===== config.mk =====
export PLATFORM = sky130hd
export DESIGN_NAME = sot_back
export DESIGN_NICKNAME = d
export VERILOG_FILES = /design/src/sv/sot_pkg.sv /design/src/sv/sot_back.sv
export VERILOG_INCLUDE_DIRS = /design/src /design/src/sv
export SDC_FILE = /design/constraint.sdc
export NUM_CORES = 2
export LEC_CHECK = 0
export BUFFER_PORTS_ARGS = -buffer_cell sky130_fd_sc_hd__buf_2
export CORE_MARGIN = 3
export CORE_UTILIZATION = 64
export DETAILED_ROUTE_END_ITERATION = 7
export MAX_ROUTING_LAYER = met4
export PLACE_DENSITY_LB_ADDON = 0.3
export SLEW_MARGIN = 10
export SYNTH_ARGS = -nofsm -noshare
export SYNTH_HDL_FRONTEND = slang
export SYNTH_SLANG_ARGS = --single-unit

===== constraint.sdc =====
create_clock -name clk -period 30.4 [get_ports clk]
set_input_delay 1.52 -clock clk [delete_from_list [all_inputs] [get_ports clk]]
set_output_delay 1.52 -clock clk [all_outputs]
set_load 0.005 [all_outputs]

===== src/sv/shape_outline_tessellator_assert.svh =====
// ----------------------------------------------------------------------------
// Shape outline tessellator assertion macros
// Shared concurrent assertion forms, clocked on clk, quiet while arst_n is low.
// ----------------------------------------------------------------------------
`ifndef SHAPE_OUTLINE_TESSELLATOR_ASSERT_SVH
`define SHAPE_OUTLINE_TESSELLATOR_ASSERT_SVH

// Same-cycle implication.
`define SOT_ASSERT_IMP(lbl, ante, cons, msg) \
	lbl: assert property (@(posedge clk) disable iff (!arst_n) (ante) |-> (cons)) else $error(msg);

// Next-cycle implication.
`define SOT_ASSERT_NXT(lbl, ante, cons, msg) \
	lbl: assert property (@(posedge clk) disable iff (!arst_n) (ante) |=> (cons)) else $error(msg);

`endif


===== src/sv/sot_pkg.sv =====
// ----------------------------------------------------------------------------
// Shape outline tessellator package
// Shape kinds, queue entry type, outline tables and saturation helpers.
// ----------------------------------------------------------------------------
package sot_pkg;

	localparam int FRAC_BITS_DEF = 16;
	localparam int QDEPTH_DEF    = 2;
	localparam int PT_COUNT      = 26;
	localparam int HALF_COUNT    = 13;
	localparam int ACCW          = 68;
	localparam int MW            = 33;

	localparam logic [1:0] OP_CIRCLE  = 2'd0;
	localparam logic [1:0] OP_SEGMENT = 2'd1;
	localparam logic [1:0] OP_POLYGON = 2'd2;
	localparam logic [1:0] OP_NONE    = 2'd3;

	localparam logic [1:0] KIND_CIRC = 2'd0;
	localparam logic [1:0] KIND_CAPS = 2'd1;
	localparam logic [1:0] KIND_LINE = 2'd2;
	localparam logic [1:0] KIND_POLY = 2'd3;

	// Unit-circle outlines in units of 1/10000, x then y per point.
	localparam int CIRC_TBL [2*PT_COUNT] = '{
		0, 10000, 2588, 9659, 5000, 8660, 7071, 7071,
		8660, 5000, 9659, 2588, 10000, 0, 9659, -2588,
		8660, -5000, 7071, -7071, 5000, -8660, 2588, -9659,
		0, -10000, -2588, -9659, -5000, -8660, -7071, -7071,
		-8660, -5000, -9659, -2588, -10000, 0, -9659, 2588,
		-8660, 5000, -7071, 7071, -5000, 8660, -2588, 9659,
		0, 10000, 0, 4500
	};

	localparam int CAPS_TBL [2*PT_COUNT] = '{
		0, 10000, 2588, 9659, 5000, 8660, 7071, 7071,
		8660, 5000, 9659, 2588, 10000, 0, 9659, -2588,
		8660, -5000, 7071, -7071, 5000, -8660, 2588, -9659,
		0, -10000,
		0, -10000, -2588, -9659, -5000, -8660, -7071, -7071,
		-8660, -5000, -9659, -2588, -10000, 0, -9659, 2588,
		-8660, 5000, -7071, 7071, -5000, 8660, -2588, 9659,
		0, 10000
	};

	typedef struct packed {
		logic [1:0]         kind;
		logic               rot;
		logic               plast;
		logic signed [31:0] px;
		logic signed [31:0] py;
		logic signed [31:0] rx;
		logic signed [31:0] ry;
		logic signed [31:0] ax;
		logic signed [31:0] ay;
		logic signed [31:0] bx;
		logic signed [31:0] by;
		logic [30:0]        rad;
		logic signed [31:0] mx;
		logic signed [31:0] my;
		logic [31:0]        half;
		logic signed [31:0] nx;
		logic signed [31:0] ny;
	} sot_entry_t;

	typedef struct packed {
		logic full;
		logic empty;
	} sot_qstat_t;

	// Table entry to fixed point, round half away from zero (elaboration only).
	function automatic longint unit_of(input int c, input int frac);
		longint one;
		one = longint'(1) << frac;
		if (c >= 0)
			return (longint'(c) * one + 5000) / 10000;
		return -((longint'(-c) * one + 5000) / 10000);
	endfunction

	function automatic logic signed [31:0] sat32(input logic signed [ACCW-1:0] v);
		if (v > ACCW'(64'sd2147483647))
			return 32'sh7FFF_FFFF;
		if (v < -ACCW'(64'sd2147483648))
			return 32'sh8000_0000;
		return v[31:0];
	endfunction

endpackage


===== src/sv/sot_back.sv =====
// ----------------------------------------------------------------------------
// Shape outline tessellator back end
// Walks each queued shape, one vertex at a time, through a shared multiplier.
// ----------------------------------------------------------------------------
`include "shape_outline_tessellator_assert.svh"

module sot_back #(
	parameter int FRAC_BITS = sot_pkg::FRAC_BITS_DEF
) (
	input  logic                clk,
	input  logic                arst_n,
	input  sot_pkg::sot_entry_t rd_data,
	input  sot_pkg::sot_qstat_t q_stat,
	output logic                pop,
	output logic                vert_valid,
	input  logic                vert_stall,
	output logic signed [31:0]  vert_x,
	output logic signed [31:0]  vert_y,
	output logic                last_vertex
);

	localparam int UW   = FRAC_BITS + 2;
	localparam int MW   = sot_pkg::MW;
	localparam int ACCW = sot_pkg::ACCW;

	localparam logic [3:0] B_IDLE  = 4'd0;
	localparam logic [3:0] B_START = 4'd1;
	localparam logic [3:0] B_SX    = 4'd2;
	localparam logic [3:0] B_SY    = 4'd3;
	localparam logic [3:0] B_SYW   = 4'd4;
	localparam logic [3:0] B_R0    = 4'd5;
	localparam logic [3:0] B_R1    = 4'd6;
	localparam logic [3:0] B_R2    = 4'd7;
	localparam logic [3:0] B_R3    = 4'd8;
	localparam logic [3:0] B_R4    = 4'd9;
	localparam logic [3:0] B_EMIT  = 4'd10;

	logic signed [UW-1:0] circ_u [2*sot_pkg::PT_COUNT];
	logic signed [UW-1:0] caps_u [2*sot_pkg::PT_COUNT];

	for (genvar g = 0; g < 2*sot_pkg::PT_COUNT; g++) begin : g_tab
		assign circ_u[g] = UW'(sot_pkg::unit_of(sot_pkg::CIRC_TBL[g], FRAC_BITS));
		assign caps_u[g] = UW'(sot_pkg::unit_of(sot_pkg::CAPS_TBL[g], FRAC_BITS));
	end

	logic [3:0] st_q;
	sot_pkg::sot_entry_t ent_q;
	logic [4:0] idx_q, cnt_w;
	logic phase_q, last_w, out_free, is_caps;
	logic [5:0] tidx_w;
	logic signed [UW-1:0] u_w;
	logic signed [MW-1:0] ma_w, mb_w, c_w, s_w;
	logic signed [2*MW-1:0] prod_q, fl_w;
	logic signed [ACCW-1:0] fle_w, accx_q, accy_q, half_e;
	logic signed [31:0] x_q, y_q, rxv_w, ryv_w;
	logic signed [31:0] vx_q, vy_q;
	logic vv_q, vl_q;

	assign is_caps = (ent_q.kind == sot_pkg::KIND_CAPS);
	assign pop     = (st_q == B_IDLE) && !q_stat.empty;

	always_comb begin
		unique case (ent_q.kind)
			sot_pkg::KIND_LINE: cnt_w = 5'd2;
			sot_pkg::KIND_POLY: cnt_w = 5'd1;
			default:            cnt_w = 5'(sot_pkg::PT_COUNT);
		endcase
	end
	assign last_w = (ent_q.kind == sot_pkg::KIND_POLY) ? ent_q.plast : (idx_q == cnt_w - 5'd1);

	// x component in the SX step, y component otherwise.
	assign tidx_w = {idx_q, (st_q != B_SX)};
	assign u_w    = is_caps ? caps_u[tidx_w] : circ_u[tidx_w];

	assign c_w = phase_q ? MW'(ent_q.rx) : MW'(ent_q.nx);
	assign s_w = phase_q ? MW'(ent_q.ry) : MW'(ent_q.ny);

	always_comb begin
		ma_w = '0;
		mb_w = '0;
		unique case (st_q) inside
			B_SX, B_SY: begin
				ma_w = MW'(u_w);
				mb_w = $signed({2'b00, ent_q.rad});
			end
			B_R0: begin ma_w = MW'(x_q); mb_w = c_w; end
			B_R1: begin ma_w = MW'(y_q); mb_w = s_w; end
			B_R2: begin ma_w = MW'(x_q); mb_w = s_w; end
			B_R3: begin ma_w = MW'(y_q); mb_w = c_w; end
			default: ;
		endcase
	end

	assign fl_w   = prod_q >>> FRAC_BITS;
	assign fle_w  = ACCW'(fl_w);
	assign half_e = ACCW'($signed({1'b0, ent_q.half}));
	assign rxv_w  = sot_pkg::sat32(accx_q);
	assign ryv_w  = sot_pkg::sat32(accy_q + fle_w);
	assign out_free = !vv_q || !vert_stall;

	always_ff @(posedge clk) begin
		prod_q <= ma_w * mb_w;
		if (pop)
			ent_q <= rd_data;
		unique case (st_q)
			B_START: begin
				if (ent_q.kind == sot_pkg::KIND_LINE && idx_q != '0) begin
					x_q <= ent_q.bx;
					y_q <= ent_q.by;
				end else begin
					x_q <= ent_q.ax;
					y_q <= ent_q.ay;
				end
			end
			// Each scaled product is used from prod_q in the step after it was issued.
			B_SY: begin
				if (is_caps)
					x_q <= sot_pkg::sat32(fle_w +
					       ((idx_q < 5'(sot_pkg::HALF_COUNT)) ? half_e : -half_e));
				else
					x_q <= sot_pkg::sat32(fle_w + ACCW'(ent_q.ax));
			end
			B_SYW: begin
				if (is_caps)
					y_q <= sot_pkg::sat32(fle_w);
				else
					y_q <= sot_pkg::sat32(fle_w + ACCW'(ent_q.ay));
			end
			B_R1: accx_q <= fle_w;
			B_R2: accx_q <= accx_q - fle_w;
			B_R3: accy_q <= fle_w;
			B_R4: begin
				if (phase_q) begin
					x_q <= rxv_w;
					y_q <= ryv_w;
				end else begin
					x_q <= sot_pkg::sat32(ACCW'(rxv_w) + ACCW'(ent_q.mx));
					y_q <= sot_pkg::sat32(ACCW'(ryv_w) + ACCW'(ent_q.my));
				end
			end
			default: ;
		endcase
		if (st_q == B_EMIT && out_free) begin
			vx_q <= sot_pkg::sat32(ACCW'(ent_q.px) + ACCW'(x_q));
			vy_q <= sot_pkg::sat32(ACCW'(ent_q.py) + ACCW'(y_q));
			vl_q <= last_w;
		end
	end

	always_ff @(posedge clk or negedge arst_n) begin
		if (!arst_n) begin
			st_q    <= B_IDLE;
			idx_q   <= '0;
			phase_q <= 1'b0;
			vv_q    <= 1'b0;
		end else begin
			if (vv_q && !vert_stall && st_q != B_EMIT)
				vv_q <= 1'b0;
			unique case (st_q)
				B_IDLE: begin
					if (pop) begin
						st_q  <= B_START;
						idx_q <= '0;
					end
				end
				B_START: begin
					phase_q <= 1'b1;
					unique case (ent_q.kind)
						sot_pkg::KIND_LINE: st_q <= B_EMIT;
						sot_pkg::KIND_POLY: st_q <= ent_q.rot ? B_R0 : B_EMIT;
						default:            st_q <= B_SX;
					endcase
				end
				B_SX:  st_q <= B_SY;
				B_SY:  st_q <= B_SYW;
				B_SYW: begin
					phase_q <= !is_caps;
					st_q    <= (is_caps || ent_q.rot) ? B_R0 : B_EMIT;
				end
				B_R0: st_q <= B_R1;
				B_R1: st_q <= B_R2;
				B_R2: st_q <= B_R3;
				B_R3: st_q <= B_R4;
				B_R4: begin
					if (!phase_q && ent_q.rot) begin
						phase_q <= 1'b1;
						st_q    <= B_R0;
					end else begin
						st_q <= B_EMIT;
					end
				end
				B_EMIT: begin
					if (out_free) begin
						vv_q <= 1'b1;
						if (last_w || idx_q == cnt_w - 5'd1) begin
							st_q <= B_IDLE;
						end else begin
							idx_q <= idx_q + 5'd1;
							st_q  <= B_START;
						end
					end
				end
				default: st_q <= B_IDLE;
			endcase
		end
	end

	assign vert_valid  = vv_q;
	assign vert_x      = vx_q;
	assign vert_y      = vy_q;
	assign last_vertex = vl_q;

	`SOT_ASSERT_IMP(a_idx_range, st_q != B_IDLE, idx_q < cnt_w, "vertex index past shape end")
	`SOT_ASSERT_IMP(a_dir_caps, (st_q == B_R0) && !phase_q, is_caps, "direction turn on non-capsule")
	`SOT_ASSERT_IMP(a_rot_set, (st_q == B_R0) && phase_q, ent_q.rot, "rotation without rotate flag")
	`SOT_ASSERT_NXT(a_pop_start, pop, st_q == B_START, "queue pop did not start a shape")

endmodule


==> impl_metrics.tcl <==
set metrics [dict create \
    synth.area.top_cells "fa_1 25%, edfxtp_1 23%, ha_1 8.7%" \
    yosys_register_bits 759 \
    cp-start-kind "flop" \
    htreeDepth 3 \
    finalClockSkew_ns 0.0573 \
    cts_tree "done" \
    critical_path_required_ns 31.01 \
    insertion_delay_ns 0.74 \
    vias 78631 \
    place_hpwl_um 241000 \
    critPathCaptureType "flop" \
    antenna_found_initial 16 \
    holdWs_ns 0.657 \
    yosysWarnings 0 \
    wirelength_um 317000 \
    syn_area_per_cell_um2 9.29 \
    area_growth_syn_to_layout_pct 8.63 \
    boundaryPins 523 \
    cts-root-buf "clkbuf_16" \
    portBuffers 521 \
    place_area_mm2 0.0965 \
    fmax_ghz 0.0778 \
    vias_per_cell 6.46 \
    hold_path_class "flop to flop" \
    max-clock-path-buffers 3 \
    worstPathMaxFanout 33 \
    design_area_mm2 0.0994 \
    die_h_um 384 \
    routabilityCongestion 1.08 \
    cts_resized 0 \
    core_mm2 0.142 \
    track_usage 0.442 \
    drt-wirelength-per-cell_um 26.0 \
    rsz0062_at_grt "no" \
    ys_seq_area_frac 0.243 \
    grt_pass1_vias 79692 \
    status "complete, but fails checks" \
    holdBufCountCts 0 \
    syn_area_mm2 0.0915 \
    finalHoldViolCount 0 \
    synth_top_area_frac 0.247 \
    drive_gt1_frac 0.0994 \
    rr_worst_depth 41 \
    period_minus_slack_ns 12.86 \
    reg2reg_setup_slack_ns 17.54 \
    finalSetupViolCount 0 \
    drt_iter0_drc 8933 \
    grt-ovfl-total 0 \
    dieWidth_um 384 \
    async_flop_share 0.0145 \
    post-cts-setup-buffers 0 \
    syn-num-nets 12074 \
    setup_slack_ns 17.54 \
    numClockSinks 759 \
    netlist_instances 9850 \
    min_path_cells 1 \
    fin_tns_setup_ns 0 \
    cpPeakStageDelay_ns 0.86 \
    cts_buffers 84 \
    slew_headroom -0.000141 \
    crit_arrival_ns 13.46 \
    cp_slowest_cell "o31ai_1" \
    drc 13 \
    drv_slew 1 \
    setup.worst_path.class "flop to flop" \
    final_antenna_net_count 0 \
    grt_pass1_wl_um 475000 \
    period_share 0.423 \
    dr.pass1.iters 8 \
    synth_edf_count 698 \
    fin_nets 12418 \
    path_clk_slew_ns 0.07 \
    dieArea_mm2 0.148 \
    cap_violations 1 \
    violations "DRC, capacitance limit, slew limit" \
    initial_core_util 0.646 \
    rows 138 \
    grt_max_degree 158 \
    dp_slack_ns 18.03 \
    ys_types 100 \
    synth_top_area_cell "fa_1" \
    synthFlopType "edfxtp_1" \
    worst_pin_slew_ns 1.48 \
]
per-stage QoR:
stage / std cells / utilization
6_report: 12172 / 0.701
4_1_cts: 12151 / 0.701
5_1_grt: 12160 / 0.701
3_5_place_dp: 11997 / 0.681
2_1_floorplan: 9850 / -
3_3_place_gp: 11997 / 0.681
logic make-up (layout without fill, tap and decap cells):
logic type | after synthesis | after routing | share of synthesized area
other cells | 0 | 20 | 0
xor+xnor | 459 | 459 | 0.0439
fa+ha+maj | 1790 | 1790 | 0.337
mux | 142 | 142 | 0.0160
compound gates | 2132 | 2132 | 0.149
buf+inv | 1785 | 2197 | 0.0738
simple gates | 2783 | 2783 | 0.137
flops | 759 | 759 | 0.243
path summary, 6_finish.rpt:
| path | startpoint | end |
|---|---|---|
| worst max-delay path | st_q[1]$_DFFE_PN0P_ | prod_q[64]$_DFF_P_ |
| worst min-delay path | st_q[3]$_DFFE_PN0P_ | st_q[1]$_DFFE_PN0P_ |
| worst max register to register | st_q[1]$_DFFE_PN0P_ | prod_q[64]$_DFF_P_ |
| worst min register to register | st_q[3]$_DFFE_PN0P_ | st_q[1]$_DFFE_PN0P_ |
| max in group asynchronous | arst_n | phase_q$_DFFE_PN0P_ |
| min in group asynchronous | arst_n | vert_valid$_DFF_PN0_ |
layer usage:
layer	global-route usage	vias to the layer above	share of wire
met5	-	-	0
met4	0.248	0	0.069
met3	0.125	1139	0.13
met2	0.652	5004	0.44
met1	0.548	38494	0.36
li1	-	33994	-
cell usage in the layout (no fill, tap or decap), types with 61 or more instances in the layout:
| master | instances |
|---|---|
| a21o_1 | 269 |
| a21oi_1 | 665 |
| a31oi_1 | 83 |
| and2_1 | 176 |
| buf_2 | 521 |
| buf_4 | 193 |
| clkbuf_16 | 84 |
| edfxtp_1 | 698 |
| fa_1 | 1130 |
| ha_1 | 638 |
| inv_1 | 1327 |
| mux2i_1 | 111 |
| nand2_1 | 1330 |
| nand2b_1 | 70 |
| nand3_1 | 145 |
| nand4_1 | 114 |
| nor2_1 | 553 |
| nor2b_1 | 64 |
| nor3_1 | 83 |
| o21a_1 | 61 |
| o21ai_0 | 442 |
| o21bai_1 | 72 |
| xnor2_1 | 282 |
| xor2_1 | 177 |
sequential cells by signal, summed over array words and instances, names as in the netlist, 4 cells and up:
name,count
prod_q,50
st_q,4
ent_q,451
accy_q,50
y_q,32
vert_x,32
idx_q,5
accx_q,68
vert_y,32
x_q,32
synth_stat cells, drive strengths merged, types with 72 or more instances:
| cell | n |
|---|---|
| and2 | 182 |
| o21bai | 72 |
| inv | 1328 |
| nor2 | 557 |
| nand3 | 145 |
| mux2i | 111 |
| a21oi | 668 |
| nand4 | 114 |
| fa | 1130 |
| clkbuf | 404 |
| o21ai | 472 |
| ha | 638 |
| xnor2 | 282 |
| xor2 | 177 |
| a31oi | 85 |
| a21o | 269 |
| nand2 | 1332 |
| nor3 | 87 |
| edfxtp | 698 |
worst max-delay path: cells and delay by family (launching register included):
kind	cells	cell delay, ns
fa+ha+maj	10	4.50
simple gates	6	1.85
buf+inv	7	1.05
compound gates	17	4.52
mux	1	0.14
flops	1	0.63
final cells by class:
cell class	count	area, um^2
Antenna cell	20	50.0
Clock buffer	99	2170
Clock inverter	55	642
Fill cell	10696	42300
Inverter	1328	4980
Multi-Input combinational cell	7306	62900
Sequential cell	759	22200
Tap cell	1890	2360
Timing Repair Buffer	715	4080
Power is not shown: default switching activity piles up to over one toggle a cycle in this logic, so the estimate is an artifact.
