<file path="src/sv/shape_outline_tessellator_assert.svh">
// ----------------------------------------------------------------------------
// Shape outline tessellator assertion macros
// Shared concurrent assertion forms, clocked on clk, quiet while arst_n is low.
// ----------------------------------------------------------------------------
`ifndef SHAPE_OUTLINE_TESSELLATOR_ASSERT_SVH
`define SHAPE_OUTLINE_TESSELLATOR_ASSERT_SVH

// Same-cycle implication.
`define SOT_ASSERT_IMP(lbl, ante, cons, msg) \
	lbl: assert property (@(posedge clk) disable iff (!arst_n) (ante) |-> (cons)) else $error(msg);

// Next-cycle implication.
`define SOT_ASSERT_NXT(lbl, ante, cons, msg) \
	lbl: assert property (@(posedge clk) disable iff (!arst_n) (ante) |=> (cons)) else $error(msg);

`endif

</file>
<file path="src/sv/sot_pkg.sv">
// ----------------------------------------------------------------------------
// Shape outline tessellator package
// Shape kinds, queue entry type, outline tables and saturation helpers.
// ----------------------------------------------------------------------------
package sot_pkg;

	localparam int FRAC_BITS_DEF = 16;
	localparam int QDEPTH_DEF    = 2;
	localparam int PT_COUNT      = 26;
	localparam int HALF_COUNT    = 13;
	localparam int ACCW          = 68;
	localparam int MW            = 33;

	localparam logic [1:0] OP_CIRCLE  = 2'd0;
	localparam logic [1:0] OP_SEGMENT = 2'd1;
	localparam logic [1:0] OP_POLYGON = 2'd2;
	localparam logic [1:0] OP_NONE    = 2'd3;

	localparam logic [1:0] KIND_CIRC = 2'd0;
	localparam logic [1:0] KIND_CAPS = 2'd1;
	localparam logic [1:0] KIND_LINE = 2'd2;
	localparam logic [1:0] KIND_POLY = 2'd3;

	// Unit-circle outlines in units of 1/10000, x then y per point.
	localparam int CIRC_TBL [2*PT_COUNT] = '{
		0, 10000, 2588, 9659, 5000, 8660, 7071, 7071,
		8660, 5000, 9659, 2588, 10000, 0, 9659, -2588,
		8660, -5000, 7071, -7071, 5000, -8660, 2588, -9659,
		0, -10000, -2588, -9659, -5000, -8660, -7071, -7071,
		-8660, -5000, -9659, -2588, -10000, 0, -9659, 2588,
		-8660, 5000, -7071, 7071, -5000, 8660, -2588, 9659,
		0, 10000, 0, 4500
	};

	localparam int CAPS_TBL [2*PT_COUNT] = '{
		0, 10000, 2588, 9659, 5000, 8660, 7071, 7071,
		8660, 5000, 9659, 2588, 10000, 0, 9659, -2588,
		8660, -5000, 7071, -7071, 5000, -8660, 2588, -9659,
		0, -10000,
		0, -10000, -2588, -9659, -5000, -8660, -7071, -7071,
		-8660, -5000, -9659, -2588, -10000, 0, -9659, 2588,
		-8660, 5000, -7071, 7071, -5000, 8660, -2588, 9659,
		0, 10000
	};

	typedef struct packed {
		logic [1:0]         kind;
		logic               rot;
		logic               plast;
		logic signed [31:0] px;
		logic signed [31:0] py;
		logic signed [31:0] rx;
		logic signed [31:0] ry;
		logic signed [31:0] ax;
		logic signed [31:0] ay;
		logic signed [31:0] bx;
		logic signed [31:0] by;
		logic [30:0]        rad;
		logic signed [31:0] mx;
		logic signed [31:0] my;
		logic [31:0]        half;
		logic signed [31:0] nx;
		logic signed [31:0] ny;
	} sot_entry_t;

	typedef struct packed {
		logic full;
		logic empty;
	} sot_qstat_t;

	// Table entry to fixed point, round half away from zero (elaboration only).
	function automatic longint unit_of(input int c, input int frac);
		longint one;
		one = longint'(1) << frac;
		if (c >= 0)
			return (longint'(c) * one + 5000) / 10000;
		return -((longint'(-c) * one + 5000) / 10000);
	endfunction

	function automatic logic signed [31:0] sat32(input logic signed [ACCW-1:0] v);
		if (v > ACCW'(64'sd2147483647))
			return 32'sh7FFF_FFFF;
		if (v < -ACCW'(64'sd2147483648))
			return 32'sh8000_0000;
		return v[31:0];
	endfunction

endpackage

</file>
<file path="src/sv/sot_queue.sv">
// ----------------------------------------------------------------------------
// Shape outline tessellator command queue
// Short register FIFO of classified shapes between front and back.
// ----------------------------------------------------------------------------
module sot_queue #(
	parameter int DEPTH = sot_pkg::QDEPTH_DEF
) (
	input  logic                clk,
	input  logic                arst_n,
	input  logic                push,
	input  sot_pkg::sot_entry_t wr_data,
	input  logic                pop,
	output sot_pkg::sot_entry_t rd_data,
	output sot_pkg::sot_qstat_t stat
);

	localparam int PW = (DEPTH > 1) ? $clog2(DEPTH) : 1;
	localparam int CW = $clog2(DEPTH + 1);

	sot_pkg::sot_entry_t mem_q [DEPTH];
	logic [PW-1:0] wp_q, rp_q;
	logic [CW-1:0] cnt_q;

	assign stat.full  = (cnt_q == CW'(DEPTH));
	assign stat.empty = (cnt_q == '0);
	assign rd_data    = mem_q[rp_q];

	always_ff @(posedge clk) begin
		if (push)
			mem_q[wp_q] <= wr_data;
	end

	always_ff @(posedge clk or negedge arst_n) begin
		if (!arst_n) begin
			wp_q  <= '0;
			rp_q  <= '0;
			cnt_q <= '0;
		end else begin
			if (push)
				wp_q <= (wp_q == PW'(DEPTH - 1)) ? '0 : wp_q + 1'b1;
			if (pop)
				rp_q <= (rp_q == PW'(DEPTH - 1)) ? '0 : rp_q + 1'b1;
			if (push && !pop)
				cnt_q <= cnt_q + 1'b1;
			else if (pop && !push)
				cnt_q <= cnt_q - 1'b1;
		end
	end

endmodule

</file>
<file path="config.mk">
export PLATFORM = sky130hd
export DESIGN_NAME = sot_queue
export DESIGN_NICKNAME = d
export VERILOG_FILES = /design/src/sv/shape_outline_tessellator_assert.svh /design/src/sv/sot_pkg.sv /design/src/sv/sot_queue.sv
export SDC_FILE = /design/constraint.sdc
export NUM_CORES = 1
export LEC_CHECK = 0
export ABC_AREA = 1
export BUFFER_PORTS_ARGS = -buffer_cell sky130_fd_sc_hd__buf_2
export CAP_MARGIN = 10
export CORE_AREA = 2 2 350 352
export DETAILED_ROUTE_END_ITERATION = 7
export DIE_AREA = 0 0 352 354
export RECOVER_POWER = 100
export SLEW_MARGIN = 20
export SYNTH_ARGS = -nofsm -noshare
export SYNTH_HDL_FRONTEND = slang
export SYNTH_SLANG_ARGS = --single-unit
</file>
<file path="constraint.sdc">
create_clock -name clk -period 26.1 [get_ports clk]
set_input_delay 0 -clock clk [delete_from_list [all_inputs] [get_ports clk]]
set_output_delay 0 -clock clk [all_outputs]
set_load 0.005 [all_outputs]
</file>
==> impl_metrics.toml, run 1 <==
[cts]
ctsHtreeMaxLevel = 3
numCtsBuffers = 94
max-clock-path-buffers = 3
cts_resized = 0
clk_pin_slew_ps = 60
clock-root-buffer = "clkbuf_16"
clock_latency_ps = 700
cts_tree = "done"
cts_sinks = 906

[logic_synthesis]
syn_nets = 1884
yosys-mux-area-fraction = 0.181
ys_seq_area_frac = 0.803
synthCells = 1428
synthXorXnorAreaFrac = 0.000776
yosys_warnings = 0
synth_compound_area_frac = 0
synth_fa_ha_area_frac = 0.000369
yosys.area_share.simple = 0.00122
avgSynthCellArea_um2 = 23.7
synth_top_family_by_area = "multiplexers"
synth_area_um2 = 33900
ys_types = 15
ys_ff_latch = 906

[timing]
fin_worst_skew_ps = 17.9
relSlewSlack = -3.94
rsz0062_at_grt = "no"
max_freq_mhz = 74.7
fin_crit_sh = 0.513
tightest_slew_ps = 7410
hold_viol_final = 0
fin_setup_tns_ps = 0
timing.hold.ws_ps = 60.8
finalMaxSlewViolations = 1322
finalSetupViolCount = 0
period_needed_ps = 13380

[layout]
nFillCells = 11128
areaGrowthSynthToFinish_pct = 46.0
final_common_cell = "edfxtp_1"
nets = 3625
final_cell_mix = "edfxtp_1 (902), dlygate4sd3_1 (767), buf_2 (671)"
drive_gt1_frac = 0.295

[route]
final_antenna_net_count = 0
drc = 0
drt_iter0_markers = 1363
wl_um = 89200
drt-vias-per-instance = 4.15
num_vias = 20206
drt_pass1_iterations = 5
wire_per_inst_um = 18.3

[power]
leakagePower_nw = 18.0
ir_drop_mv = 0.0829
powerDensity_nw_per_um2 = 92.2

[die]
die_width_um = 352
pin_count = 908
start_util = 0.280
rows = 128
fp.dieH_um = 354
die_area_um2 = 125000
core_area_um2 = 121000

[global_routing]
grt-ovfl-total = 0
antenna_found_initial = 10
grt.met3_usage = 0.0480
grt_pass1_vias = 21496
grt_max_degree = 128
busiest_layer = "met2"
track_usage = 0.137
use_met2 = 0.242
grt_use_met1 = 0.146
grt_first_pass_wirelength_um = 130000

[placement]
io_buffers = 907
gp_congestion = 0.780
post-dp-hpwl_um = 57100

[outcome]
violations = "max-capacitance violations, max-slew violations"
run_status = "finished, violations left"

[worst_setup_path]
setup.worst_path.end_class = "flop"
path_max_fanout = 127
critical_path_class = "flop to flop"
arrival_ps = 13670
crit_path_start_kind = "flop"
worstPathRequired_ps = 26390

[worst_hold_path]
hp-class = "input pin to flop"

[flow_run]
cap_violations = 22
==> repair_timing <==
action | in CTS | in global routing
endpoints found under the hold margin | 944 | 0
hold buffers | 767 | 0
buffers inserted | 0 | 0
==> worst max-delay path, cell delays in order (launching register included) <==
cell and delay (ps):
dfrtp_1 380, nand2_1 90, clkinvlp_2 2260, clkbuf_1 3180
clkbuf_1 5340, buf_4 1270
==> cell families after synthesis <==
| family | after synthesis |
|---|---|
| XOR/XNOR | 3 |
| adder cells (fa/ha/maj) | 1 |
| buffers and inverters | 57 |
| flip-flops | 906 |
| multiplexers | 451 |
| AND/OR/NAND/NOR | 10 |
==> registers in the layout, indices dropped and copies added (netlist names) <==
| register | cells |
|---|---|
| mem_q | 902 |
| cnt_q | 2 |
| rp_q | 1 |
| wp_q | 1 |
==> synthesized netlist by cell type <==
master	count	area (um2)
edfxtp_1	902	27100
mux2_4	280	4200
mux2_2	171	1930
buf_6	31	349
buf_2	18	90.1
inv_1	7	26.3
nand2_1	5	18.8
dfrtp_1	4	100
nor2_1	3	11.3
xor2_1	2	17.5
buf_4	1	7.51
ha_1	1	12.5
nand3_1	1	5.00
nand4_1	1	6.26
xnor2_1	1	8.76
==> final cells by class <==
class | count | area (um2) | area share
Clock buffer | 118 | 2480 | 0.0503
Timing Repair Buffer | 1695 | 12000 | 0.243
Multi-Input combinational cell | 465 | 5190 | 0.105
Tap cell | 1625 | 2030 | 0.0411
Sequential cell | 906 | 27200 | 0.550
Inverter | 7 | 27.5 | 0.000557
Antenna cell | 6 | 15.0 | 0.000304
Clock inverter | 51 | 497 | 0.0100
==> report_power, final <==
group          internal, mW  total, mW  switching [mW]
clock                 0.746       1.30           0.550
combinational         0.564       1.22           0.654
sequential             1.97       2.04          0.0746
total                  3.28       4.56            1.28
==> final timing paths <==
path / endpoint / from / slack (ps) / depth (start not counted)
setup reg to reg: mem_q[1][231]$_DFFE_PP_ / wp_q$_DFFE_PN0P_ / 12720 / 5
max in group asynchronous: cnt_q[1]$_DFFE_PN0P_ / arst_n / 25650 / 3
hold / removal: mem_q[1][54]$_DFFE_PP_ / wr_data[54] / 60 / 2
hold reg to reg: wp_q$_DFFE_PN0P_ / wp_q$_DFFE_PN0P_ / 510 / 1
min in group asynchronous: wp_q$_DFFE_PN0P_ / arst_n / 240 / 3
setup / recovery: mem_q[1][231]$_DFFE_PP_ / wp_q$_DFFE_PN0P_ / 12720 / 5
==> stage by stage <==
step / utilization / instances / instance area [um2] / worst slack (ps) / power, mW
2_1_floorplan: - / 1428 / 33900 / 5740 / 3.04
3_3_place_gp: 0.332 / 3930 / 40200 / 21150 / 3.36
3_5_place_dp: 0.332 / 3930 / 40200 / 21220 / 3.37
4_1_cts: 0.420 / 4866 / 50800 / 21140 / 4.77
5_1_grt: 0.409 / 4873 / 49400 / 11730 / 4.77
6_report: 0.409 / 4873 / 49400 / 12720 / 4.56
==> routing by layer <==
metal	vias to the layer above	share of wire	wire length (um)
li1	9221	-	-
met1	10008	0.36	32600
met2	808	0.51	45900
met3	167	0.083	7440
met4	2	0.037	3310
met5	-	0.000090	8
No activity file was read; power rests on OpenSTA's default activity.
==> inputs of run 2 (changes only) <==
--- a/config.mk
+++ b/config.mk
@@ -5,12 +5,12 @@
 export SDC_FILE = /design/constraint.sdc
 export NUM_CORES = 1
 export LEC_CHECK = 0
-export ABC_AREA = 1
+export ABC_AREA = 0
 export BUFFER_PORTS_ARGS = -buffer_cell sky130_fd_sc_hd__buf_2
 export CAP_MARGIN = 10
-export CORE_AREA = 2 2 350 352
+export CORE_AREA = 2 2 349 351
 export DETAILED_ROUTE_END_ITERATION = 7
-export DIE_AREA = 0 0 352 354
+export DIE_AREA = 0 0 351 353
 export RECOVER_POWER = 100
 export SLEW_MARGIN = 20
 export SYNTH_ARGS = -nofsm -noshare
==> constraint.sdc (replaced) <==
create_clock -name clk -period 11.9 [get_ports clk]
set_input_delay 0 -clock clk [delete_from_list [all_inputs] [get_ports clk]]
set_output_delay 0 -clock clk [all_outputs]
set_load 0.005 [all_outputs]
==> impl_metrics.toml, run 2 <==
[power]
sw_frac_of_total = 0.285
ir_drop_mv = 0.262
power_frac_seq = 0.442
p_clk_frac = 0.288
powerDensity_nw_per_um2 = 202
leakagePower_nw = 18.0
internal_power_mw = 7.14
p_switching_mw = 2.85
power_frac_comb = 0.270

[die]
die_width_um = 351
die_area_um2 = 124000
rows = 128
pin_count = 908
core_area_um2 = 121000
fp.dieH_um = 353
start_util = 0.281

[worst_setup_path]
path_max_fanout = 137
critical_path_class = "flop to flop"
critical_path_depth = 4
arrival_ps = 7470
crit_chain = "nor2b_1 -> clkbuf_1 -> buf_4 -> buf_12"
worstReg2RegStart = "wp_q$_DFFE_PN0P_"
cp_top_family = "buffers and inverters"
critPathMaxStageDelay_ps = 2660
r2r-end = "mem_q[0][283]$_DFFE_PP_"
r2r_cells = 4
crit_path_start_kind = "flop"
crit_start = "wp_q$_DFFE_PN0P_"
crit_path_end = "mem_q[0][283]$_DFFE_PP_"
crit_buf_inv = 3
setup.worst_path.end_class = "flop"
slowest_stage = "clkbuf_1"
regToRegSetupSlack_ps = 4700
worstPathRequired_ps = 12170

[placement]
gp_congestion = 0.780
io_buffers = 907
dp_slack_ps = 8090
dpl_cell_area_um2 = 40200
post-dp-hpwl_um = 55900

[layout]
largest_reg_flops = 902
nFillCells = 11025
top_regs = "mem_q: 902 flops, cnt_q: 2 flops"
final_area_um2 = 49400
nets = 3602
drive_gt1_frac = 0.295
multi_input_area_um2 = 5190
seqCellArea_um2 = 27200
top_register = "mem_q"
final_common_cell = "edfxtp_1"
final_cell_mix = "edfxtp_1 (902), dlygate4sd3_1 (759), buf_2 (645)"
areaGrowthSynthToFinish_pct = 46.1

[logic_synthesis]
synthTopCellsByCount = "edfxtp_1 (902), mux2_4 (280), mux2_2 (171), buf_6 (31), buf_2 (18)"
yosys_warnings = 0
synthCells = 1419
ys.flop_type = "edfxtp_1"
synth_top_area_frac = 0.800
synth.most_common_cell = "edfxtp_1"
async_flop_share = 0.00442
ys_seq_area_frac = 0.803
synth_edf_count = 902
syn_nets = 1875
ys_ff_latch = 906
synthTopCellsByArea = "edfxtp_1 (80%), mux2_4 (12%), mux2_2 (5.7%)"
ys_types = 14
avgSynthCellArea_um2 = 23.9
synth_area_um2 = 33800
yosysTopAreaCell = "edfxtp_1"

[route]
num_vias = 20172
final_antenna_net_count = 0
drt-vias-per-instance = 4.15
wl_um = 89300
wire_per_inst_um = 18.4
drt_pass1_iterations = 7
drt_iter0_markers = 1106
drc = 0

[timing]
rsz0062_at_grt = "no"
finalMaxSlewViolations = 511
period_needed_ps = 7200
fin_worst_skew_ps = 28.7
finalSetupViolCount = 0
hold_viol_final = 0
fin_setup_tns_ps = 0
relSlewSlack = -1.60
fin_crit_sh = 0.605
max_freq_mhz = 139
fin_ws_ps = 4700
tightest_slew_ps = 3900

[global_routing]
grt_pass1_vias = 21677
antenna_found_initial = 13
grt_first_pass_wirelength_um = 128000
grt_max_degree = 142
grt-ovfl-total = 0
track_usage = 0.137

[cts]
numCtsBuffers = 95
cts_resized = 0
clk_pin_slew_ps = 60
max-clock-path-buffers = 3
clock_latency_ps = 670
ctsHtreeMaxLevel = 3
cts_tree = "done"
post-cts-setup-buffer-count = 0
clock-root-buffer = "clkbuf_16"
cts_sinks = 906

[flow_run]
cap_violations = 9

[worst_hold_path]
hp-class = "input pin to flop"

[outcome]
violations = "max-capacitance violations, max-slew violations"
run_status = "finished, violations left"
[run 2: changes by cell type in the layout (fill, tap and decap cells not counted), sizes merged, moves of 2 or more]
cell / change
buf: -19
nor2b: +2
xor2: +2
dlygate4sd3: -8
clkinv: +2
nand2: -5
inv: -7
diode: +6
clkbuf: +12
[run 2: layout make-up]
cell class                 instances  area share
multi-input combinational        462       0.105
clock buffer                     118      0.0503
timing repair buffer            1680       0.242
antenna                           12    0.000607
sequential                       906       0.550
inverter                           1   0.0000759
clock inverter                    53      0.0108
tap                             1625      0.0411
[run 2: kinds of logic (layout without fill, tap and decap cells)]
family | after synthesis | count (layout) | share of synthesized area
buf+inv | 51 | 1852 | 0.0133
mux | 451 | 451 | 0.181
other cells | 0 | 12 | 0
xor+xnor | 5 | 5 | 0.00129
flops | 906 | 906 | 0.803
simple gates | 5 | 5 | 0.000776
fa+ha+maj | 1 | 1 | 0.000370
[run 2: worst min-delay path by stage]
stage	depth (start not counted)	to	start
after floorplan	0	cnt_q[0]$_DFFE_PN0P_	arst_n
after global placement	1	cnt_q[1]$_DFFE_PN0P_	arst_n
after detailed placement	1	cnt_q[1]$_DFFE_PN0P_	arst_n
after CTS	2	mem_q[1][227]$_DFFE_PP_	wr_data[227]
after global routing	2	mem_q[1][154]$_DFFE_PP_	wr_data[154]
final	2	mem_q[1][389]$_DFFE_PP_	wr_data[389]
[run 2: through the flow]
stage / hold slack [ps] / power, mW / std cells / util
2_1_floorplan: -296 / 6.49 / 1419 / -
3_3_place_gp: -189 / 7.44 / 3915 / 0.333
3_5_place_dp: -189 / 7.46 / 3915 / 0.333
4_1_cts: 0.213 / 10.6 / 4845 / 0.421
5_1_grt: 18.2 / 10.4 / 4854 / 0.410
6_report: 88.7 / 9.99 / 4857 / 0.410
[run 2: power by group through the flow]
stage | logic (mW) | clock network (mW) | registers (mW)
after global routing | 2.89 | 3.08 | 4.47
after CTS | 3.20 | 2.96 | 4.42
after global placement | 2.99 | 0 | 4.45
after detailed placement | 2.98 | 0 | 4.48
final | 2.70 | 2.87 | 4.42
after floorplan | 1.85 | 0 | 4.64
[run 2: what timing repair did]
item	CTS	global route
hold endpoints to repair	966	0
hold buffers	759	0
endpoints found under the setup margin	0	0
[run 2: routing by layer]
metal	routed length, um	up-vias	track usage
met3	6540	200	0.0449
li1	-	9176	-
met5	35	-	0
met2	46800	733	0.251
met4	3790	6	0.0635
met1	32000	10057	0.141
