==> config.mk <==
export PLATFORM = sky130hd
export DESIGN_NAME = sot_front
export DESIGN_NICKNAME = d
export VERILOG_FILES = /design/src/sv/shape_outline_tessellator_assert.svh /design/src/sv/sot_pkg.sv /design/src/sv/sot_front.sv
export SDC_FILE = /design/constraint.sdc
export NUM_CORES = 2
export LEC_CHECK = 0
export BUFFER_PORTS_ARGS = -buffer_cell sky130_fd_sc_hd__buf_2
export CORE_MARGIN = 2
export CORE_UTILIZATION = 25
export CTS_BUF_LIST = sky130_fd_sc_hd__clkbuf_16
export CTS_CLUSTER_DIAMETER = 150
export DETAILED_ROUTE_END_ITERATION = 10
export GPL_TIMING_DRIVEN = 0
export HOLD_SLACK_MARGIN = 0.15
export SLEW_MARGIN = 5
export SYNTH_ARGS = -nofsm -noshare
export SYNTH_HDL_FRONTEND = slang
export SYNTH_SLANG_ARGS = --single-unit
==> constraint.sdc <==
create_clock -name clk -period 14.6 [get_ports clk]
set_clock_uncertainty 0.1 [all_clocks]
set_input_delay 2.92 -clock clk [delete_from_list [all_inputs] [get_ports clk]]
set_output_delay 2.92 -clock clk [all_outputs]
set_load 0.02 [all_outputs]
==> src/sv/shape_outline_tessellator_assert.svh <==
// ----------------------------------------------------------------------------
// Shape outline tessellator assertion macros
// Shared concurrent assertion forms, clocked on clk, quiet while arst_n is low.
// ----------------------------------------------------------------------------
`ifndef SHAPE_OUTLINE_TESSELLATOR_ASSERT_SVH
`define SHAPE_OUTLINE_TESSELLATOR_ASSERT_SVH

// Same-cycle implication.
`define SOT_ASSERT_IMP(lbl, ante, cons, msg) \
	lbl: assert property (@(posedge clk) disable iff (!arst_n) (ante) |-> (cons)) else $error(msg);

// Next-cycle implication.
`define SOT_ASSERT_NXT(lbl, ante, cons, msg) \
	lbl: assert property (@(posedge clk) disable iff (!arst_n) (ante) |=> (cons)) else $error(msg);

`endif

==> src/sv/sot_pkg.sv <==
// ----------------------------------------------------------------------------
// Shape outline tessellator package
// Shape kinds, queue entry type, outline tables and saturation helpers.
// ----------------------------------------------------------------------------
package sot_pkg;

	localparam int FRAC_BITS_DEF = 16;
	localparam int QDEPTH_DEF    = 2;
	localparam int PT_COUNT      = 26;
	localparam int HALF_COUNT    = 13;
	localparam int ACCW          = 68;
	localparam int MW            = 33;

	localparam logic [1:0] OP_CIRCLE  = 2'd0;
	localparam logic [1:0] OP_SEGMENT = 2'd1;
	localparam logic [1:0] OP_POLYGON = 2'd2;
	localparam logic [1:0] OP_NONE    = 2'd3;

	localparam logic [1:0] KIND_CIRC = 2'd0;
	localparam logic [1:0] KIND_CAPS = 2'd1;
	localparam logic [1:0] KIND_LINE = 2'd2;
	localparam logic [1:0] KIND_POLY = 2'd3;

	// Unit-circle outlines in units of 1/10000, x then y per point.
	localparam int CIRC_TBL [2*PT_COUNT] = '{
		0, 10000, 2588, 9659, 5000, 8660, 7071, 7071,
		8660, 5000, 9659, 2588, 10000, 0, 9659, -2588,
		8660, -5000, 7071, -7071, 5000, -8660, 2588, -9659,
		0, -10000, -2588, -9659, -5000, -8660, -7071, -7071,
		-8660, -5000, -9659, -2588, -10000, 0, -9659, 2588,
		-8660, 5000, -7071, 7071, -5000, 8660, -2588, 9659,
		0, 10000, 0, 4500
	};

	localparam int CAPS_TBL [2*PT_COUNT] = '{
		0, 10000, 2588, 9659, 5000, 8660, 7071, 7071,
		8660, 5000, 9659, 2588, 10000, 0, 9659, -2588,
		8660, -5000, 7071, -7071, 5000, -8660, 2588, -9659,
		0, -10000,
		0, -10000, -2588, -9659, -5000, -8660, -7071, -7071,
		-8660, -5000, -9659, -2588, -10000, 0, -9659, 2588,
		-8660, 5000, -7071, 7071, -5000, 8660, -2588, 9659,
		0, 10000
	};

	typedef struct packed {
		logic [1:0]         kind;
		logic               rot;
		logic               plast;
		logic signed [31:0] px;
		logic signed [31:0] py;
		logic signed [31:0] rx;
		logic signed [31:0] ry;
		logic signed [31:0] ax;
		logic signed [31:0] ay;
		logic signed [31:0] bx;
		logic signed [31:0] by;
		logic [30:0]        rad;
		logic signed [31:0] mx;
		logic signed [31:0] my;
		logic [31:0]        half;
		logic signed [31:0] nx;
		logic signed [31:0] ny;
	} sot_entry_t;

	typedef struct packed {
		logic full;
		logic empty;
	} sot_qstat_t;

	// Table entry to fixed point, round half away from zero (elaboration only).
	function automatic longint unit_of(input int c, input int frac);
		longint one;
		one = longint'(1) << frac;
		if (c >= 0)
			return (longint'(c) * one + 5000) / 10000;
		return -((longint'(-c) * one + 5000) / 10000);
	endfunction

	function automatic logic signed [31:0] sat32(input logic signed [ACCW-1:0] v);
		if (v > ACCW'(64'sd2147483647))
			return 32'sh7FFF_FFFF;
		if (v < -ACCW'(64'sd2147483648))
			return 32'sh8000_0000;
		return v[31:0];
	endfunction

endpackage

==> src/sv/sot_front.sv <==
// ----------------------------------------------------------------------------
// Shape outline tessellator front end
// Accepts shapes, classifies them and works out capsule length and direction.
// ----------------------------------------------------------------------------
module sot_front #(
	parameter int FRAC_BITS = sot_pkg::FRAC_BITS_DEF
) (
	input  logic                clk,
	input  logic                arst_n,
	input  logic                in_valid,
	output logic                in_stall,
	input  logic [1:0]          opcode,
	input  logic signed [31:0]  pos_x,
	input  logic signed [31:0]  pos_y,
	input  logic signed [31:0]  rot_x,
	input  logic signed [31:0]  rot_y,
	input  logic signed [31:0]  point_a_x,
	input  logic signed [31:0]  point_a_y,
	input  logic signed [31:0]  point_b_x,
	input  logic signed [31:0]  point_b_y,
	input  logic [30:0]         radius,
	input  logic                poly_last,
	output logic                push,
	output sot_pkg::sot_entry_t push_data,
	input  sot_pkg::sot_qstat_t q_stat
);

	localparam int QW = FRAC_BITS + 2;
	localparam int CW = $clog2(QW + 1);
	localparam logic signed [31:0] TENTH = 32'(((1 << FRAC_BITS) + 5) / 10);
	localparam logic signed [31:0] ONE   = 32'(1 << FRAC_BITS);

	localparam logic [2:0] F_IDLE = 3'd0;
	localparam logic [2:0] F_SQX  = 3'd1;
	localparam logic [2:0] F_SQY  = 3'd2;
	localparam logic [2:0] F_ROOT = 3'd3;
	localparam logic [2:0] F_LEN  = 3'd4;
	localparam logic [2:0] F_DIV  = 3'd5;
	localparam logic [2:0] F_FIN  = 3'd6;
	localparam logic [2:0] F_PUSH = 3'd7;

	logic [2:0] fst_q;
	sot_pkg::sot_entry_t ent_q, ent_in;
	logic accept, in_rot, is_caps;
	logic signed [32:0] dx_w, dy_w, sumx_w, sumy_w;
	logic [32:0] adx_w, ady_w, adx_q, ady_q;
	logic halve_w, halved_q, sx_q, sy_q;
	logic [31:0] ux_q, uy_q, mop_w;
	logic [63:0] sq_w, v_q, res_q, bit_q, trial_w;
	logic [32:0] len_w, len_q, remx_q, remy_q;
	logic [33:0] r2x_w, r2y_w;
	logic gex_w, gey_w;
	logic [QW-1:0] nlox_q, nloy_q, qx_q, qy_q;
	logic [CW-1:0] dcnt_q;
	logic [31:0] qxm_w, qym_w;

	assign in_stall = (fst_q != F_IDLE) || q_stat.full;
	assign accept   = in_valid && !in_stall;

	assign in_rot = !(rot_x >= -TENTH && rot_x <= TENTH && rot_y >= -TENTH && rot_y <= TENTH);
	assign is_caps = (opcode == sot_pkg::OP_SEGMENT) && (radius != '0);

	assign dx_w   = 33'(point_b_x) - 33'(point_a_x);
	assign dy_w   = 33'(point_b_y) - 33'(point_a_y);
	assign sumx_w = 33'(point_a_x) + 33'(point_b_x);
	assign sumy_w = 33'(point_a_y) + 33'(point_b_y);
	assign adx_w  = dx_w[32] ? 33'(-dx_w) : dx_w;
	assign ady_w  = dy_w[32] ? 33'(-dy_w) : dy_w;
	assign halve_w = (adx_w[32:31] != 2'b00) || (ady_w[32:31] != 2'b00);

	always_comb begin
		ent_in       = '0;
		ent_in.rot   = in_rot;
		ent_in.plast = poly_last;
		ent_in.px    = pos_x;
		ent_in.py    = pos_y;
		ent_in.rx    = rot_x;
		ent_in.ry    = rot_y;
		ent_in.ax    = point_a_x;
		ent_in.ay    = point_a_y;
		ent_in.bx    = point_b_x;
		ent_in.by    = point_b_y;
		ent_in.rad   = radius;
		ent_in.mx    = 32'(sumx_w >>> 1);
		ent_in.my    = 32'(sumy_w >>> 1);
		unique case (opcode)
			sot_pkg::OP_CIRCLE:  ent_in.kind = sot_pkg::KIND_CIRC;
			sot_pkg::OP_SEGMENT: ent_in.kind = is_caps ? sot_pkg::KIND_CAPS : sot_pkg::KIND_LINE;
			default:             ent_in.kind = sot_pkg::KIND_POLY;
		endcase
	end

	assign push = (accept && (opcode != sot_pkg::OP_NONE) && !is_caps) ||
	              ((fst_q == F_PUSH) && !q_stat.full);
	assign push_data = (fst_q == F_PUSH) ? ent_q : ent_in;

	// Squares of the difference (halved if too long), one per cycle through one multiplier.
	assign mop_w   = (fst_q == F_SQX) ? ux_q : uy_q;
	assign sq_w    = mop_w * mop_w;
	assign trial_w = res_q + bit_q;
	assign len_w   = halved_q ? {res_q[31:0], 1'b0} : {1'b0, res_q[31:0]};

	assign r2x_w = {remx_q, nlox_q[QW-1]};
	assign r2y_w = {remy_q, nloy_q[QW-1]};
	assign gex_w = (r2x_w >= {1'b0, len_q});
	assign gey_w = (r2y_w >= {1'b0, len_q});
	assign qxm_w = 32'(qx_q);
	assign qym_w = 32'(qy_q);

	always_ff @(posedge clk) begin
		if (accept && is_caps) begin
			ent_q    <= ent_in;
			adx_q    <= adx_w;
			ady_q    <= ady_w;
			sx_q     <= dx_w[32];
			sy_q     <= dy_w[32];
			halved_q <= halve_w;
			ux_q     <= halve_w ? adx_w[32:1] : adx_w[31:0];
			uy_q     <= halve_w ? ady_w[32:1] : ady_w[31:0];
		end
		unique case (fst_q)
			F_SQX: v_q <= sq_w;
			F_SQY: begin
				v_q   <= v_q + sq_w;
				res_q <= '0;
				bit_q <= 64'h4000_0000_0000_0000;
			end
			F_ROOT: begin
				if (v_q >= trial_w) begin
					v_q   <= v_q - trial_w;
					res_q <= (res_q >> 1) + bit_q;
				end else begin
					res_q <= res_q >> 1;
				end
				bit_q <= bit_q >> 2;
			end
			F_LEN: begin
				len_q       <= len_w;
				ent_q.half  <= len_w[32:1];
				ent_q.nx    <= ONE;
				ent_q.ny    <= '0;
				remx_q      <= {2'b00, adx_q[32:2]};
				remy_q      <= {2'b00, ady_q[32:2]};
				nlox_q      <= {adx_q[1:0], {FRAC_BITS{1'b0}}};
				nloy_q      <= {ady_q[1:0], {FRAC_BITS{1'b0}}};
				qx_q        <= '0;
				qy_q        <= '0;
				dcnt_q      <= CW'(QW);
			end
			F_DIV: begin
				remx_q <= gex_w ? 33'(r2x_w - {1'b0, len_q}) : r2x_w[32:0];
				remy_q <= gey_w ? 33'(r2y_w - {1'b0, len_q}) : r2y_w[32:0];
				nlox_q <= nlox_q << 1;
				nloy_q <= nloy_q << 1;
				qx_q   <= {qx_q[QW-2:0], gex_w};
				qy_q   <= {qy_q[QW-2:0], gey_w};
				dcnt_q <= dcnt_q - 1'b1;
			end
			F_FIN: begin
				ent_q.nx <= sx_q ? -qxm_w : qxm_w;
				ent_q.ny <= sy_q ? -qym_w : qym_w;
			end
			default: ;
		endcase
	end

	always_ff @(posedge clk or negedge arst_n) begin
		if (!arst_n) begin
			fst_q <= F_IDLE;
		end else begin
			unique case (fst_q)
				F_IDLE: if (accept && is_caps) fst_q <= F_SQX;
				F_SQX:  fst_q <= F_SQY;
				F_SQY:  fst_q <= F_ROOT;
				F_ROOT: if (bit_q[0]) fst_q <= F_LEN;
				F_LEN:  fst_q <= (len_w == '0) ? F_PUSH : F_DIV;
				F_DIV:  if (dcnt_q == CW'(1)) fst_q <= F_FIN;
				F_FIN:  fst_q <= F_PUSH;
				F_PUSH: if (!q_stat.full) fst_q <= F_IDLE;
				default: fst_q <= F_IDLE;
			endcase
		end
	end

endmodule

==> impl_metrics.env <==
export IMPL_outcome="finished with violations"
export IMPL_violations="max-capacitance violations, max-slew violations"
export IMPL_synth_seq_cells=891
export IMPL_p_int_mw=4.53
export IMPL_whs_ns=0.418
export IMPL_relSlewSlack_pct=-0.588
export IMPL_tritoncts="yes"
export IMPL_worst_pin_slew_ns=1.47
export IMPL_min_delay_worst_endpoint="remx_q[21]"
export IMPL_crit_path_end_kind="flop"
export IMPL_synth_fp_nets=11600
export IMPL_clk_pin_slew_ns=0.07
export IMPL_holdPathStages=2
export IMPL_grt_max_degree=113
export IMPL_worstRegToRegCells=46
export IMPL_gp_congestion=1.02
export IMPL_yosysSeqAreaShare_pct=29.6
export IMPL_fin_tns_setup_ns=0
export IMPL_drv_slew=1
export IMPL_worst_ep_arrival_time_ns=14.64
export IMPL_worstHoldStart="adx_q[23]"
export IMPL_htreeDepth=3
export IMPL_critPathMaxStageDelay_ns=0.77
export IMPL_timing_rr_start="fst_q[0]"
export IMPL_cp_max_fo=10
export IMPL_setup_ws_ns=0.288
export IMPL_synth_area_leaders="edfxtp_1 30%, fa_1 18%, ha_1 9.5%"
export IMPL_area_growth_pct=15.1
export IMPL_critPathMostFrequentCell="fa_1"
export IMPL_first_global_vias=74700
export IMPL_wl_per_cell_um=21.7
export IMPL_synth_distinct_cells=101
export IMPL_synth_edf_count=888
export IMPL_cts_inserted_buffers=96
export IMPL_switching_power_mw=1.93
export IMPL_r2r_end="v_q[63]"
export IMPL_synth_largest_area_cell="edfxtp_1"
export IMPL_max_freq_ghz=0.0699
export IMPL_drt_total_wl_mm=339
export IMPL_crit_type="reg2reg"
export IMPL_postLayoutCoreUtil_pct=28.9
export IMPL_preCtsSetupSlack_ns=-2.29
export IMPL_nNetsFinal=12500
export IMPL_gr_total_overflow=0
export IMPL_p_clk_share_pct=38.9
export IMPL_dr_pass1_iters=6
export IMPL_critPathLaunchType="flop"
export IMPL_row_count=220
export IMPL_drtIter0Drc=6697
export IMPL_die_w_um=605
export IMPL_pwr_share_comb_pct=17.2
export IMPL_rsz0062_at_grt="false"
export IMPL_ir_worst_vdd_mv=0.150
export IMPL_grt_pass1_wl_mm=492
export IMPL_pin_count=748
export IMPL_switching_share_pct=29.9
export IMPL_finalWorstPathRequiredPeriod_ns=14.31
export IMPL_cts_hold_buf=0
export IMPL_ys_warn_count=0
export IMPL_io_buffers=746
export IMPL_cts_sinks=891
export IMPL_track_usage_pct=18.0
export IMPL_grt_antenna_before_repair=74
export IMPL_cts_root_buf="clkbuf_16"
export IMPL_async_flop_share_pct=0.337
export IMPL_dp_cells=15400
export IMPL_synth_most_common_cell="nand2_1"
export IMPL_rrSetupSlack_ns=0.29
export IMPL_post_dp_hpwl_mm=282
export IMPL_detail_route_antenna_nets=0
export IMPL_cp_slowest_cell="clkbuf_1"
export IMPL_avgSynthCellArea_um2=9.16
export IMPL_die_height_um=605
export IMPL_synth_top_area_share_pct=29.5
export IMPL_clk_path_buf_depth=3
export IMPL_p_leak_nw=47.1
export IMPL_drc_errors=0
export IMPL_cp_data_required_time_ns=14.93
export IMPL_hold_viol_final=0
export IMPL_cap_violations=2
export IMPL_p_per_area_nw_per_um2=62.2
export IMPL_synthFlopType="edfxtp_1"
export IMPL_drive_gt1_share_pct=10.2
export IMPL_start_util_pct=25.1
export IMPL_synthTopCellsByCount="1419 x nand2_1, 1341 x inv_1, 889 x nor2_1"
export IMPL_die_area_um2=366000
export IMPL_synth_cells=9861
export IMPL_core_area_um2=359000
export IMPL_syn_area_um2=90300
export IMPL_fin_cells=15600
export IMPL_period_share_pct=98.0
export IMPL_dr_total_vias=75500
export IMPL_via_per_inst=4.83
export IMPL_min_path_type="reg2reg"
export IMPL_seq_power_share_pct=43.9
export IMPL_setup_viol=0
export IMPL_clk_latency_ns=0.73
## kinds of logic after synthesis
group / count (synthesis) / share of synthesized area, %
buf+inv: 1763 / 7.50
xor+xnor: 582 / 5.65
compound gates: 1849 / 13.0
simple gates: 3101 / 14.9
flops: 891 / 29.6
fa+ha+maj: 1487 / 27.2
mux: 188 / 2.14
## sequential cells by signal (all words and copies together) (netlist names)
name and flops:
nlox_q 2, ent_q 451, halved_q 1, len_q 33, sy_q 1, fst_q 3
res_q 64, remy_q 33, adx_q 33, nloy_q 2, ady_q 33, sx_q 1
uy_q 32, remx_q 33, dcnt_q 5, bit_q 32, qy_q 18, v_q 64
qx_q 18, ux_q 32
## worst max path at each step
stage	to	slack, ns	start
after floorplan	adx_q[0]	0.69	radius[18]
after global placement	ent_q[249]	-5.39	q_stat[1]
after detailed placement	v_q[63]	-2.29	fst_q[0]
after CTS	v_q[63]	0.009	fst_q[0]
after global routing	v_q[63]	0.02	fst_q[0]
final	v_q[63]	0.29	fst_q[0]
## per-stage QoR
step           area [um^2]  power [mW]
2_1_floorplan        90300        3.57
3_3_place_gp        100000        3.99
3_5_place_dp        100000        4.00
4_1_cts             104000        6.51
5_1_grt             104000        6.67
6_report            104000        6.47
## worst max-delay path, delay by kind of cell (launching register included)
| family | cells | cell delay [ns] |
|---|---|---|
| buffers and inverters | 9 | 2.26 |
| adders and majority gates | 10 | 4.88 |
| DFF | 1 | 0.45 |
| xor gates and xnor gates | 2 | 0.47 |
| AOI/OAI and AO/OA | 13 | 3.08 |
| muxes | 2 | 0.52 |
| and+or+nand+nor | 10 | 2.18 |
## power by group through the flow
stage / Sequential (mW) / Combinational, mW / Clock, mW
after CTS: 2.84 / 1.10 / 2.56
after floorplan: 2.90 / 0.674 / 0
after detailed placement: 2.90 / 1.10 / 0
final: 2.84 / 1.11 / 2.52
after global routing: 2.84 / 1.19 / 2.64
after global placement: 2.90 / 1.09 / 0
## area by class of cell
type	count	area (um^2)
multi-input combinational	7207	57000
tap	4773	5970
buffer	406	1750
sequential	891	26700
fill	38600	256000
antenna	56	140
inverter	1353	5090
clock buffer	97	2430
clock inverter	83	707
timing repair buffer	766	4140
## layout by cell type, fill, tap and decap left out, types with 44 or more instances in the layout
cell	count
a211oi_1	61
a21o_1	238
a21oi_1	513
a31oi_1	108
and2_1	125
and3_1	107
buf_2	766
clkbuf_1	313
clkbuf_16	97
diode_2	56
edfxtp_1	888
fa_1	799
ha_1	687
inv_1	1355
mux2i_1	133
nand2_1	1418
nand2b_1	48
nand3_1	87
nand4_1	102
nor2_1	887
nor2b_1	68
nor3_1	107
nor4_1	45
o21a_1	53
o21ai_0	459
o21bai_1	104
or3_1	44
xnor2_1	329
xor2_1	252
## metal layers
metal	track usage (%)	up-vias	share of wire, %
met1	21.9	37100	39
met5	0.248	-	0.064
li1	-	34800	-
met2	29.3	2892	46
met4	11.0	18	7.0
met3	3.46	635	7.8
## timing repair
| action | CTS | global route |
|---|---|---|
| pin swaps | 0 | 1 |
| buffers inserted | 1 | 1 |
| setup endpoints to repair | 34 | 9 |
| cloned | 0 | 0 |
| gates resized for setup | 32 | 51 |
(Power assumes the default switching activity.)
